<file path="config.mk">
export PLATFORM = sky130hd
export DESIGN_NAME = utf8_stream_decoder_flat
export DESIGN_NICKNAME = d
export VERILOG_FILES = /design/src/rtl/core/usd_pkg.sv /design/src/rtl/core/usd_if.sv /design/src/rtl/core/utf8_stream_decoder.sv /design/src/flat_wrapper.sv
export SDC_FILE = /design/constraint.sdc
export NUM_CORES = 1
export LEC_CHECK = 0
export BUFFER_PORTS_ARGS = -buffer_cell sky130_fd_sc_hd__buf_2
export CORE_MARGIN = 4
export CORE_UTILIZATION = 35
export DETAILED_ROUTE_END_ITERATION = 8
export PLACE_DENSITY = 0.49
export SYNTH_ARGS = -nofsm -noshare
export SYNTH_HDL_FRONTEND = slang
export SYNTH_SLANG_ARGS = --single-unit
</file>
<file path="constraint.sdc">
create_clock -name clk -period 5.9 [get_ports clk]
set_input_delay 0.295 -clock clk [delete_from_list [all_inputs] [get_ports clk]]
set_output_delay 0.295 -clock clk [all_outputs]
set_load 0.01 [all_outputs]
</file>
<file path="src/rtl/core/usd_pkg.sv">
// ----------------------------------------------------------------------------
// usd_pkg: shared types and constants for the UTF-8 stream decoder
// Byte and character payload widths, lead byte codes, result record type.
// ----------------------------------------------------------------------------
package usd_pkg;

    localparam int BYTE_W   = 8;
    localparam int CP_W     = 21;
    localparam int LEN_W    = 3;
    localparam int MAX_RES  = 4;
    localparam int HELD_D   = 3;
    localparam int CNT_W    = 2;

    // Lead byte classes
    localparam logic [7:0] LEAD_MIN    = 8'hC0;
    localparam logic [7:0] LEAD2_MASK  = 8'hE0;
    localparam logic [7:0] LEAD3_MASK  = 8'hF0;
    localparam logic [7:0] LEAD4_MASK  = 8'hF8;
    localparam logic [7:0] LEAD2_CODE  = 8'hC0;
    localparam logic [7:0] LEAD3_CODE  = 8'hE0;
    localparam logic [7:0] LEAD4_CODE  = 8'hF0;
    localparam logic [7:0] CONT_MASK   = 8'hC0;
    localparam logic [7:0] CONT_CODE   = 8'h80;

    localparam logic [LEN_W-1:0] LEN_BAD = 3'd0;
    localparam logic [LEN_W-1:0] LEN_1   = 3'd1;
    localparam logic [LEN_W-1:0] LEN_2   = 3'd2;
    localparam logic [LEN_W-1:0] LEN_3   = 3'd3;
    localparam logic [LEN_W-1:0] LEN_4   = 3'd4;

    typedef struct packed {
        logic [CP_W-1:0]   code_point;
        logic [LEN_W-1:0]  seq_length;
        logic              invalid;
        logic [BYTE_W-1:0] raw_lead;
    } char_t;

    // Sequence length announced by a byte; zero for F8-FF
    function automatic logic [LEN_W-1:0] lead_len(input logic [BYTE_W-1:0] b);
        logic [LEN_W-1:0] len;
        if (b < LEAD_MIN)
            len = LEN_1;
        else if ((b & LEAD2_MASK) == LEAD2_CODE)
            len = LEN_2;
        else if ((b & LEAD3_MASK) == LEAD3_CODE)
            len = LEN_3;
        else if ((b & LEAD4_MASK) == LEAD4_CODE)
            len = LEN_4;
        else
            len = LEN_BAD;
        return len;
    endfunction

    function automatic char_t make_char(input logic [CP_W-1:0] cp,
                                        input logic [LEN_W-1:0] len,
                                        input logic inv,
                                        input logic [BYTE_W-1:0] lead);
        char_t c;
        c.code_point = cp;
        c.seq_length = len;
        c.invalid    = inv;
        c.raw_lead   = lead;
        return c;
    endfunction

endpackage

</file>
<file path="src/rtl/core/usd_if.sv">
// ----------------------------------------------------------------------------
// usd_if: stream channels of the UTF-8 stream decoder
// Byte channel into the decoder and character channel out of it.
// ----------------------------------------------------------------------------
interface usd_byte_if;
    logic                       valid;
    logic                       ready;
    logic [usd_pkg::BYTE_W-1:0] data_byte;
    logic                       end_of_text;

    modport source (output valid, output data_byte, output end_of_text, input ready);
    modport sink   (input valid, input data_byte, input end_of_text, output ready);
endinterface

interface usd_char_if;
    logic                       valid;
    logic                       ready;
    logic [usd_pkg::CP_W-1:0]   code_point;
    logic [usd_pkg::LEN_W-1:0]  seq_length;
    logic                       invalid;
    logic [usd_pkg::BYTE_W-1:0] raw_lead;
    logic                       last_of_run;

    modport source (output valid, output code_point, output seq_length, output invalid,
                    output raw_lead, output last_of_run, input ready);
    modport sink   (input valid, input code_point, input seq_length, input invalid,
                    input raw_lead, input last_of_run, output ready);
endinterface

</file>
<file path="src/rtl/core/utf8_stream_decoder.sv">
// Path: an accepted byte goes from the input register through decode to the result buffer
//   once that buffer holds nothing still waiting downstream or its last character leaves.
// Throughput: one byte per cycle while the character side is ready and each byte yields at
//   most one character; a byte with more (at most four) holds the buffer until all drain.
// Reset: rst_n clears the input valid flag, result count, read index and pending counts.
// ----------------------------------------------------------------------------
// utf8_stream_decoder: lax UTF-8 decoder, one byte in per transfer
// Input register, single-pass decode logic, four-entry result buffer.
// ----------------------------------------------------------------------------
module utf8_stream_decoder
(
    input  logic        clk,
    input  logic        rst_n,
    usd_byte_if.sink    text,
    usd_char_if.source  chars
);

    // ------------------------------------------------------------------
    // Input register: parts the byte side from the result side, so a new
    // byte can be taken while the previous character waits downstream.
    // ------------------------------------------------------------------
    logic                       in_valid_reg;
    logic [usd_pkg::BYTE_W-1:0] in_byte_reg;
    logic                       in_eot_reg;

    // Pending sequence state
    logic [usd_pkg::BYTE_W-1:0] held_reg [0:usd_pkg::HELD_D-1];
    logic [usd_pkg::CNT_W-1:0]  held_cnt_reg;
    logic [usd_pkg::LEN_W-1:0]  exp_len_reg;

    // Result buffer: every character one byte causes, drained one per cycle while chars.ready
    usd_pkg::char_t             res_reg [0:usd_pkg::MAX_RES-1];
    logic [usd_pkg::LEN_W-1:0]  left_reg;
    logic [1:0]                 rd_idx_reg;

    // Decode results
    usd_pkg::char_t             res_next [0:usd_pkg::MAX_RES-1];
    logic [usd_pkg::LEN_W-1:0]  res_cnt_next;
    logic [usd_pkg::BYTE_W-1:0] held_next [0:usd_pkg::HELD_D-1];
    logic [usd_pkg::CNT_W-1:0]  held_cnt_next;
    logic [usd_pkg::LEN_W-1:0]  exp_len_next;

    logic advance;
    logic out_fire;

    // Move the registered byte into decode once the buffer is empty, or
    // its last character is leaving this cycle.
    assign out_fire   = chars.valid && chars.ready;
    assign advance    = in_valid_reg &&
                        ((left_reg == '0) || ((left_reg == usd_pkg::LEN_1) && chars.ready));
    assign text.ready = !in_valid_reg || advance;

    always_ff @(posedge clk or negedge rst_n)
    begin
        if (!rst_n)
        begin
            in_valid_reg <= 1'b0;
        end
        else if (text.valid && text.ready)
        begin
            in_valid_reg <= 1'b1;
        end
        else if (advance)
        begin
            in_valid_reg <= 1'b0;
        end
    end

    always_ff @(posedge clk)
    begin
        if (text.valid && text.ready)
        begin
            in_byte_reg <= text.data_byte;
            in_eot_reg  <= text.end_of_text;
        end
    end

    // ------------------------------------------------------------------
    // Decode: one pass over the registered byte and the pending state.
    // Order of results: flush of a broken sequence, then the byte's own
    // result, then an end-of-text flush of whatever is left open.
    // ------------------------------------------------------------------
    always_comb
    begin
        logic [usd_pkg::BYTE_W-1:0] b;
        logic                       pending;
        logic                       is_cont;
        logic [usd_pkg::LEN_W-1:0]  len;
        logic [usd_pkg::CP_W-1:0]   cp;
        logic [usd_pkg::LEN_W-1:0]  n;

        b       = in_byte_reg;
        pending = (exp_len_reg != '0) && (held_cnt_reg != '0);
        is_cont = (b & usd_pkg::CONT_MASK) == usd_pkg::CONT_CODE;
        len     = usd_pkg::lead_len(b);
        cp      = '0;
        n       = '0;

        for (int i = 0; i < usd_pkg::MAX_RES; i++)
        begin
            res_next[i] = '0;
        end
        for (int i = 0; i < usd_pkg::HELD_D; i++)
        begin
            held_next[i] = held_reg[i];
        end
        held_cnt_next = pending ? held_cnt_reg : '0;
        exp_len_next  = pending ? exp_len_reg : '0;

        // Broken sequence: invalid lead, then held continuations as singles
        if (pending && !is_cont)
        begin
            res_next[n[1:0]] = usd_pkg::make_char('0, usd_pkg::LEN_BAD, 1'b1, held_next[0]);
            n = n + 3'd1;
            if (held_cnt_next >= 2'd2)
            begin
                res_next[n[1:0]] = usd_pkg::make_char({13'd0, held_next[1]}, usd_pkg::LEN_1,
                                                      1'b0, held_next[1]);
                n = n + 3'd1;
            end
            if (held_cnt_next == 2'd3)
            begin
                res_next[n[1:0]] = usd_pkg::make_char({13'd0, held_next[2]}, usd_pkg::LEN_1,
                                                      1'b0, held_next[2]);
                n = n + 3'd1;
            end
            held_cnt_next = '0;
            exp_len_next  = '0;
        end

        if (pending && is_cont)
        begin
            if (({1'b0, held_cnt_next} + 3'd1) >= exp_len_next)
            begin
                // Sequence complete: assemble the code point
                case (exp_len_next)
                    usd_pkg::LEN_2:
                        cp = {10'd0, held_next[0][4:0], b[5:0]};
                    usd_pkg::LEN_3:
                        cp = {5'd0, held_next[0][3:0], held_next[1][5:0], b[5:0]};
                    default:
                        cp = {held_next[0][2:0], held_next[1][5:0], held_next[2][5:0], b[5:0]};
                endcase
                res_next[n[1:0]] = usd_pkg::make_char(cp, exp_len_next, 1'b0, held_next[0]);
                n = n + 3'd1;
                held_cnt_next = '0;
                exp_len_next  = '0;
            end
            else
            begin
                // Hold the continuation and wait for more
                held_next[held_cnt_next] = b;
                held_cnt_next = held_cnt_next + 2'd1;
            end
        end
        else
        begin
            // Fresh byte
            if (len == usd_pkg::LEN_1)
            begin
                res_next[n[1:0]] = usd_pkg::make_char({13'd0, b}, usd_pkg::LEN_1, 1'b0, b);
                n = n + 3'd1;
            end
            else if (len == usd_pkg::LEN_BAD)
            begin
                res_next[n[1:0]] = usd_pkg::make_char('0, usd_pkg::LEN_BAD, 1'b1, b);
                n = n + 3'd1;
            end
            else
            begin
                held_next[0]  = b;
                held_cnt_next = 2'd1;
                exp_len_next  = len;
            end
        end

        // End of text with a sequence still open: flush it as invalid
        if (in_eot_reg && (held_cnt_next != '0) && (exp_len_next != '0))
        begin
            res_next[n[1:0]] = usd_pkg::make_char('0, usd_pkg::LEN_BAD, 1'b1, held_next[0]);
            n = n + 3'd1;
            if (held_cnt_next >= 2'd2)
            begin
                res_next[n[1:0]] = usd_pkg::make_char({13'd0, held_next[1]}, usd_pkg::LEN_1,
                                                      1'b0, held_next[1]);
                n = n + 3'd1;
            end
            if (held_cnt_next == 2'd3)
            begin
                res_next[n[1:0]] = usd_pkg::make_char({13'd0, held_next[2]}, usd_pkg::LEN_1,
                                                      1'b0, held_next[2]);
                n = n + 3'd1;
            end
            held_cnt_next = '0;
            exp_len_next  = '0;
        end

        res_cnt_next = n;
    end

    // Pending state advances only when a byte leaves the input register
    always_ff @(posedge clk or negedge rst_n)
    begin
        if (!rst_n)
        begin
            held_cnt_reg <= '0;
            exp_len_reg  <= '0;
        end
        else if (advance)
        begin
            held_cnt_reg <= held_cnt_next;
            exp_len_reg  <= exp_len_next;
        end
    end

    always_ff @(posedge clk)
    begin
        if (advance)
        begin
            for (int i = 0; i < usd_pkg::HELD_D; i++)
            begin
                held_reg[i] <= held_next[i];
            end
            for (int i = 0; i < usd_pkg::MAX_RES; i++)
            begin
                res_reg[i] <= res_next[i];
            end
        end
    end

    // Result buffer control: load on advance, else drain on each transfer
    always_ff @(posedge clk or negedge rst_n)
    begin
        if (!rst_n)
        begin
            left_reg   <= '0;
            rd_idx_reg <= '0;
        end
        else if (advance)
        begin
            left_reg   <= res_cnt_next;
            rd_idx_reg <= '0;
        end
        else if (out_fire)
        begin
            left_reg   <= left_reg - 3'd1;
            rd_idx_reg <= rd_idx_reg + 2'd1;
        end
    end

    assign chars.valid       = (left_reg != '0);
    assign chars.code_point  = res_reg[rd_idx_reg].code_point;
    assign chars.seq_length  = res_reg[rd_idx_reg].seq_length;
    assign chars.invalid     = res_reg[rd_idx_reg].invalid;
    assign chars.raw_lead    = res_reg[rd_idx_reg].raw_lead;
    // The final buffered character is the last one caused by its byte
    assign chars.last_of_run = (left_reg == usd_pkg::LEN_1);

`ifndef ASSERT_OFF
    a_left_bound: assert property (@(posedge clk) disable iff (!rst_n)
        left_reg <= usd_pkg::LEN_4)
        else $error("result buffer count out of range");

    a_read_window: assert property (@(posedge clk) disable iff (!rst_n)
        (left_reg != '0) |-> (({2'b00, rd_idx_reg} + {1'b0, left_reg}) <= 4'd4))
        else $error("read index runs past loaded results");

    a_pending_pair: assert property (@(posedge clk) disable iff (!rst_n)
        (held_cnt_reg == '0) == (exp_len_reg == '0))
        else $error("held count and expected length disagree");

    a_pending_shape: assert property (@(posedge clk) disable iff (!rst_n)
        (held_cnt_reg != '0) |-> ((exp_len_reg >= usd_pkg::LEN_2) &&
                                  ({1'b0, held_cnt_reg} < exp_len_reg)))
        else $error("pending sequence holds too many bytes");

    a_load_restarts: assert property (@(posedge clk) disable iff (!rst_n)
        advance |=> (rd_idx_reg == '0))
        else $error("result buffer load did not restart read index");
`endif

endmodule
</file>
<file path="src/flat_wrapper.sv">
// flat-port wrapper written by rule: the top's interface ports become plain ports
module utf8_stream_decoder_flat 
  (clk, rst_n, text_valid, text_data_byte, text_end_of_text, text_ready, chars_valid, chars_code_point, chars_seq_length, chars_invalid, chars_raw_lead, chars_last_of_run, chars_ready);
  usd_byte_if text_i ();
  usd_char_if chars_i ();
  input  logic clk;
  input  logic rst_n;
  input wire logic [$bits(text_i.valid)-1:0] text_valid;
  input wire logic [$bits(text_i.data_byte)-1:0] text_data_byte;
  input wire logic [$bits(text_i.end_of_text)-1:0] text_end_of_text;
  output wire logic [$bits(text_i.ready)-1:0] text_ready;
  output wire logic [$bits(chars_i.valid)-1:0] chars_valid;
  output wire logic [$bits(chars_i.code_point)-1:0] chars_code_point;
  output wire logic [$bits(chars_i.seq_length)-1:0] chars_seq_length;
  output wire logic [$bits(chars_i.invalid)-1:0] chars_invalid;
  output wire logic [$bits(chars_i.raw_lead)-1:0] chars_raw_lead;
  output wire logic [$bits(chars_i.last_of_run)-1:0] chars_last_of_run;
  input wire logic [$bits(chars_i.ready)-1:0] chars_ready;
  assign text_i.valid = text_valid;
  assign text_i.data_byte = text_data_byte;
  assign text_i.end_of_text = text_end_of_text;
  assign text_ready = text_i.ready;
  assign chars_valid = chars_i.valid;
  assign chars_code_point = chars_i.code_point;
  assign chars_seq_length = chars_i.seq_length;
  assign chars_invalid = chars_i.invalid;
  assign chars_raw_lead = chars_i.raw_lead;
  assign chars_last_of_run = chars_i.last_of_run;
  assign chars_i.ready = chars_ready;
  utf8_stream_decoder u_core (.clk(clk), .rst_n(rst_n), .text(text_i), .chars(chars_i));
endmodule
</file>
======== Yosys cells after proc, flatten, opt, wreduce, memory -nomap -nowiden ========
Memory sizes are Yosys's and may differ from the RTL's.
Index checks and enable logic that the tools add are counted.
storage, ports and cells
  bits in registers ....................... 20
  memory bits (writable) .................. 156
  input port bits ......................... 13
  output and inout bits ................... 36
  word-level logic and storage cells ...... 156
  memories kept ........................... 2
memories
  name             words  width  rd ports  clocked after Yosys merged registers in  write ports  line                       RTL
  u_core.res_reg   4      33     1         0                                        4            utf8_stream_decoder.sv:32  usd_pkg::char_t res_reg [0:usd_pkg::MAX_RES-1];
  u_core.held_reg  3      8      3         0                                        3            utf8_stream_decoder.sv:27  logic [usd_pkg::BYTE_W-1:0] held_reg [0:usd_pkg::HELD_D-1];
cells by class
  add/sub/neg operators ................... 9
  magnitude comparators ................... 16
  equality and inequality tests ........... 10
  muxes and demuxes ....................... 78
  bitwise gates (word level) .............. 6
  reductions and logical operators ........ 28
operators by type and width
  kind                                                        number
  two-way mux 132 bit                                         10
  bitwise mux 132 bit                                         7
  demux 33 bit (select 2 bit)                                 5
  two-way mux 33 bit                                          6
  two-way mux 3 bit                                           24
  two-way mux 21 bit                                          2
  case mux 21 bit (2 select lines)                            1
  two-way mux 8 bit                                           4
  bitwise mux 24 bit                                          1
  two-way mux 24 bit                                          1
  two-way mux 2 bit                                           10
  two-way mux 20 bit                                          1
  >= comparator 3 bit, second input constant                  6
  less-than comparator 3 x 1 -> 1 bit, second input constant  6
  inverter 2 -> 3 bit                                         6
  demux 8 bit (select 2 bit)                                  1
  two-way mux 16 bit                                          1
  adder 3 x 1 -> 3 bit, second input constant                 5
  logical AND 1 bit                                           15
  nonzero test 3 bit                                          3
  less-than comparator 8 bit, second input constant           1
  nonzero test 2 bit                                          4
  equality test 2 bit, second input constant                  3
  equality test 3 x 1 -> 1 bit, second input constant         2
  13 further kinds                                            22

======== Logic depth before layout (Yosys ltp) ========
  depth after elaboration ................. 25
  depth in mapped cells ................... 28
  depth with buffers taken out ............ 23

======== Worst setup path after synthesis ========
No wires, ideal clock.
  path kind ............................... flip-flop to flip-flop
  start ................................... register u_core.left_reg[0] (netlist bit)
  end ..................................... memory u_core.held_reg[0][0] (netlist bit) (enable)
  library setup time ...................... 1,458 ps
  arrival time ............................ 4,060 ps
  required time ........................... 4,442 ps
  path slack .............................. 382 ps
  stages on the path, launching flop included .. 7
  path buffers ............................ 0
  clock period less this slack ............ 5,518 ps
  path through ............................ dfrtp_1 -> ha_1 -> nor2b_1 -> nand2_1 -> nand2_1 -> nand2_1 -> clkinv_1
RTL lines
  what                    line                        RTL
  start, declared         utf8_stream_decoder.sv:33   logic [usd_pkg::LEN_W-1:0] left_reg;
  start signal, assigned  utf8_stream_decoder.sv:241  left_reg <= res_cnt_next;
  start signal, assigned  utf8_stream_decoder.sv:246  left_reg <= left_reg - 3'd1;
  end, declared           utf8_stream_decoder.sv:27

==> flow_metrics.tcl <==
set metrics [dict create \
    status "finished, final reports clean" \
    initial_core_util_pct 35.7 \
    required_ps 6180 \
    viasPerCell 6.12 \
    drive_gt1_share_pct 18.9 \
    drv_slew 0 \
    clk_latency_ps 450 \
    ys_seq_area_share_pct 49.0 \
    synth_area_sq_um 10700 \
    cts-root-buf "clkbuf_16" \
    drtIter0Drc 1290 \
    stdcell_area_sq_um 12100 \
    rsz0062_at_grt "no" \
    critical_path_class "flip-flop to flip-flop" \
    cts_sinks 176 \
    grt_usage_pct 23.2 \
    cp_top_family "compound AO/OA/AOI/OAI gates" \
    first_pass_iters 5 \
    grt_pass1_vias 8688 \
    p_leak_nw 4.26 \
    wl_per_cell_microns 26.5 \
    die_w_microns 183 \
    timing.final.crit_share_pct 89.2 \
    ant_nets 0 \
    die_height_microns 183 \
    cp_slowest_stage_delay_ps 550 \
    vdd_drop_max_uv 320 \
    clk_pin_slew_ps 70 \
    die-area_sq_um 33300 \
    max_cap_violations 0 \
    p_total_w 0.00565 \
    synth-async-reset-ratio_pct 6.25 \
    vias 8943 \
    fin_tns_setup_ps 0 \
    clock_path_buffers 2 \
    gp_congestion 0.980 \
    drc 0 \
    synth_nets 1052 \
    ys_types 81 \
    timing.critical_path.buf_inv 2 \
    core_area_sq_um 29900 \
    p_per_area_nw_per_um2 468 \
    cp_cell_sequence "or3_1 -> nand3_1 -> inv_1 -> ha_1 -> ha_1 -> a2111oi_0 -> or4_1 -> nor2_2 -> or2_1 -> xnor2_2 -> ha_1 -> nor2_1 -> nand2_1 -> nand2_1 -> inv_1 -> ha_1 -> o211ai_1 -> a211oi_1 -> o22ai_1 -> a2bb2oi_1 -> a21boi_0 -> o22ai_1" \
    areaGrowthSynthToFinish_pct 13.2 \
    grt-ovfl-total 0 \
    synth_seq_cells 176 \
    hold_class "input port to flip-flop" \
    hold_violations 0 \
    postSynthCellCount 1018 \
    tightest_slew_ps 1290 \
    grt_pass1_wl_microns 57200 \
    port_buffers 48 \
    antenna_found_initial 0 \
    cp_slowest_cell "a211oi_1" \
    fin_skew_ps 14.3 \
    relSlewSlack_pct 13.2 \
    grt_start_max_net_pins 85 \
    synth-edff-count 165 \
    critPathMostFrequentCell "ha_1" \
    synth_area_per_cell_sq_um 10.5 \
    largest_register_ffs 132 \
    crit_fanout 7 \
    fin_crit_ps 5260 \
    yosys_warnings 0 \
    pin_count 49 \
    cts_tree "yes" \
    dpl_cell_area_sq_um 11400 \
    arrival_ps 5550 \
    dp_hpwl_microns 26600 \
    critPathLaunchType "flip-flop" \
    nets 1093 \
    cts_buffers 17 \
    routed_wl_microns 38700 \
    diodes 0 \
    synth_ff_type "edfxtp_1" \
    setup_violations 0 \
    rows 63 \
    endpoint_kind "flip-flop" \
    cts_max_level 4 \
    fmax_mhz 190 \
]
-- path summary, 6_finish.rpt --
check	cells past startpoint	slack, ps	startpoint	to
max	22	640	u_core.exp_len_reg[1]$_DFFE_PN0P_	u_core.res_reg[2][3]$_DFFE_PP_
min	1	20	text_data_byte[1]	u_core.in_byte_reg[1]$_DFFE_PP_
max reg2reg	22	640	u_core.exp_len_reg[1]$_DFFE_PN0P_	u_core.res_reg[2][3]$_DFFE_PP_
min reg2reg	2	590	u_core.left_reg[2]$_DFFE_PN0P_	u_core.left_reg[2]$_DFFE_PN0P_
max in group asynchronous	2	5420	rst_n	u_core.rd_idx_reg[1]$_DFFE_PN0P_
min in group asynchronous	2	250	rst_n	u_core.left_reg[2]$_DFFE_PN0P_
-- cells in the final DEF (no fill, tap or decap), types with 6 or more instances in the layout --
cell type  netlist  routed
o22a_1           8       8
o22ai_1         35      35
and2_1           8       8
o221ai_1        13      13
nand2b_1        12      12
mux2i_1         15      15
nand4_1          7       7
o211ai_1        16      16
edfxtp_1       165     165
o21ai_1         14      13
nand2_1         98      98
a21oi_1         67      67
buf_4            4      43
a22oi_1         21      21
nor2b_1          7       7
nor3_1          20      20
o21ai_0         68      68
clkbuf_16        0      17
mux4_2          33      33
mux2_2           7       7
a31oi_1         17      17
inv_1           50      50
nor2_1          89      88
buf_2           20      48
and3_1           6       6
nand3_1         39      38
ha_1            21      21
a21boi_0         7       6
dfrtp_1         11       9
-- power by group --
| group | internal [W] | switching (W) | total (W) |
|---|---|---|---|
| clock network | 0.000641 | 0.000536 | 0.00118 |
| logic | 0.000803 | 0.00138 | 0.00218 |
| registers | 0.00196 | 0.000335 | 0.00229 |
| total | 0.00340 | 0.00225 | 0.00565 |
-- synthesized netlist by cell type (3+ instances only) --
cell type / count / area share, %
a221oi_1: 3 / 0.25
clkbuf_1: 43 / 1.5
o22ai_1: 35 / 2.1
dfrtp_1: 11 / 2.6
o221ai_1: 13 / 1.1
and2_1: 8 / 0.47
nor3_1: 20 / 0.94
nand3_1: 39 / 1.8
a21oi_1: 67 / 3.1
edfxtp_1: 165 / 46
a31oi_1: 17 / 1.0
nor2b_1: 7 / 0.41
a22o_1: 3 / 0.25
xnor2_1: 3 / 0.25
o22a_1: 8 / 0.66
mux4_2: 33 / 7.0
nor2_1: 89 / 3.1
a21o_1: 3 / 0.21
o211ai_1: 16 / 1.1
o21ai_1: 14 / 0.66
inv_2: 4 / 0.14
o21ai_0: 68 / 3.2
a211oi_1: 3 / 0.21
ha_1: 21 / 2.5
mux2i_1: 15 / 1.4
nand2_1: 98 / 3.4
nand2b_1: 12 / 0.70
inv_1: 50 / 1.8
buf_1: 5 / 0.18
a21boi_0: 7 / 0.49
a311oi_1: 5 / 0.41
nand4_1: 7 / 0.41
buf_2: 20 / 0.94
and3_1: 6 / 0.35
a22oi_1: 21 / 1.5
o221a_2: 5 / 0.53
mux2_2: 7 / 0.74
buf_4: 4 / 0.28
o41ai_2: 3 / 0.46
o2111ai_1: 5 / 0.41
o2bb2ai_1: 3 / 0.25
-- per-stage QoR --
stage | cells | hold WS (ps) | utilization, % | worst slack [ps]
2_1_floorplan | 1018 | -0.591 | - | 382
3_3_place_gp | 1423 | 188 | 38.1 | 471
3_5_place_dp | 1423 | 190 | 38.1 | 333
4_1_cts | 1460 | 1.15 | 40.3 | 312
5_1_grt | 1462 | 2.42 | 40.4 | 93.4
6_report | 1462 | 17.0 | 40.4 | 638
-- layout make-up --
| cell class | instances | area [sq um] |
|---|---|---|
| clock buffers | 18 | 429 |
| clock inverters | 14 | 173 |
| fillers | 2893 | 17800 |
| inverters | 55 | 211 |
| multi-input cells | 713 | 4930 |
| flip-flops and latches | 176 | 5230 |
| well taps | 390 | 488 |
| repair buffers | 96 | 613 |
-- metal layers --
metal / GRT usage, % / vias to the layer above / share of wire, %
met2: 33.2 / 481 / 43
met4: 10.9 / 0 / 4.9
met1: 33.3 / 4392 / 43
met5: 0 / - / 0
li1: - / 3972 / -
met3: 5.06 / 98 / 9.2
-- logic make-up (layout without fill, tap and decap cells) --
group / count (synthesis) / count (layout) / share of synthesized area (%)
compound gates: 323 / 323 / 20.2
xor+xnor: 4 / 4 / 0.329
fa+ha+maj: 21 / 21 / 2.46
buf+inv: 129 / 183 / 4.94
flops: 176 / 176 / 49.0
mux: 57 / 57 / 9.37
simple gates: 308 / 308 / 13.6
-- repair_timing --
| action | 4_1_cts | 5_1_grt |
|---|---|---|
| gates resized for setup | 0 | 5 |
| setup buffers | 0 | 2 |
| endpoints found under the setup margin | 0 | 31 |
| hold buffers | 5 | 0 |
| endpoints found under the hold margin | 15 | 0 |
(Power assumes the default switching activity.)
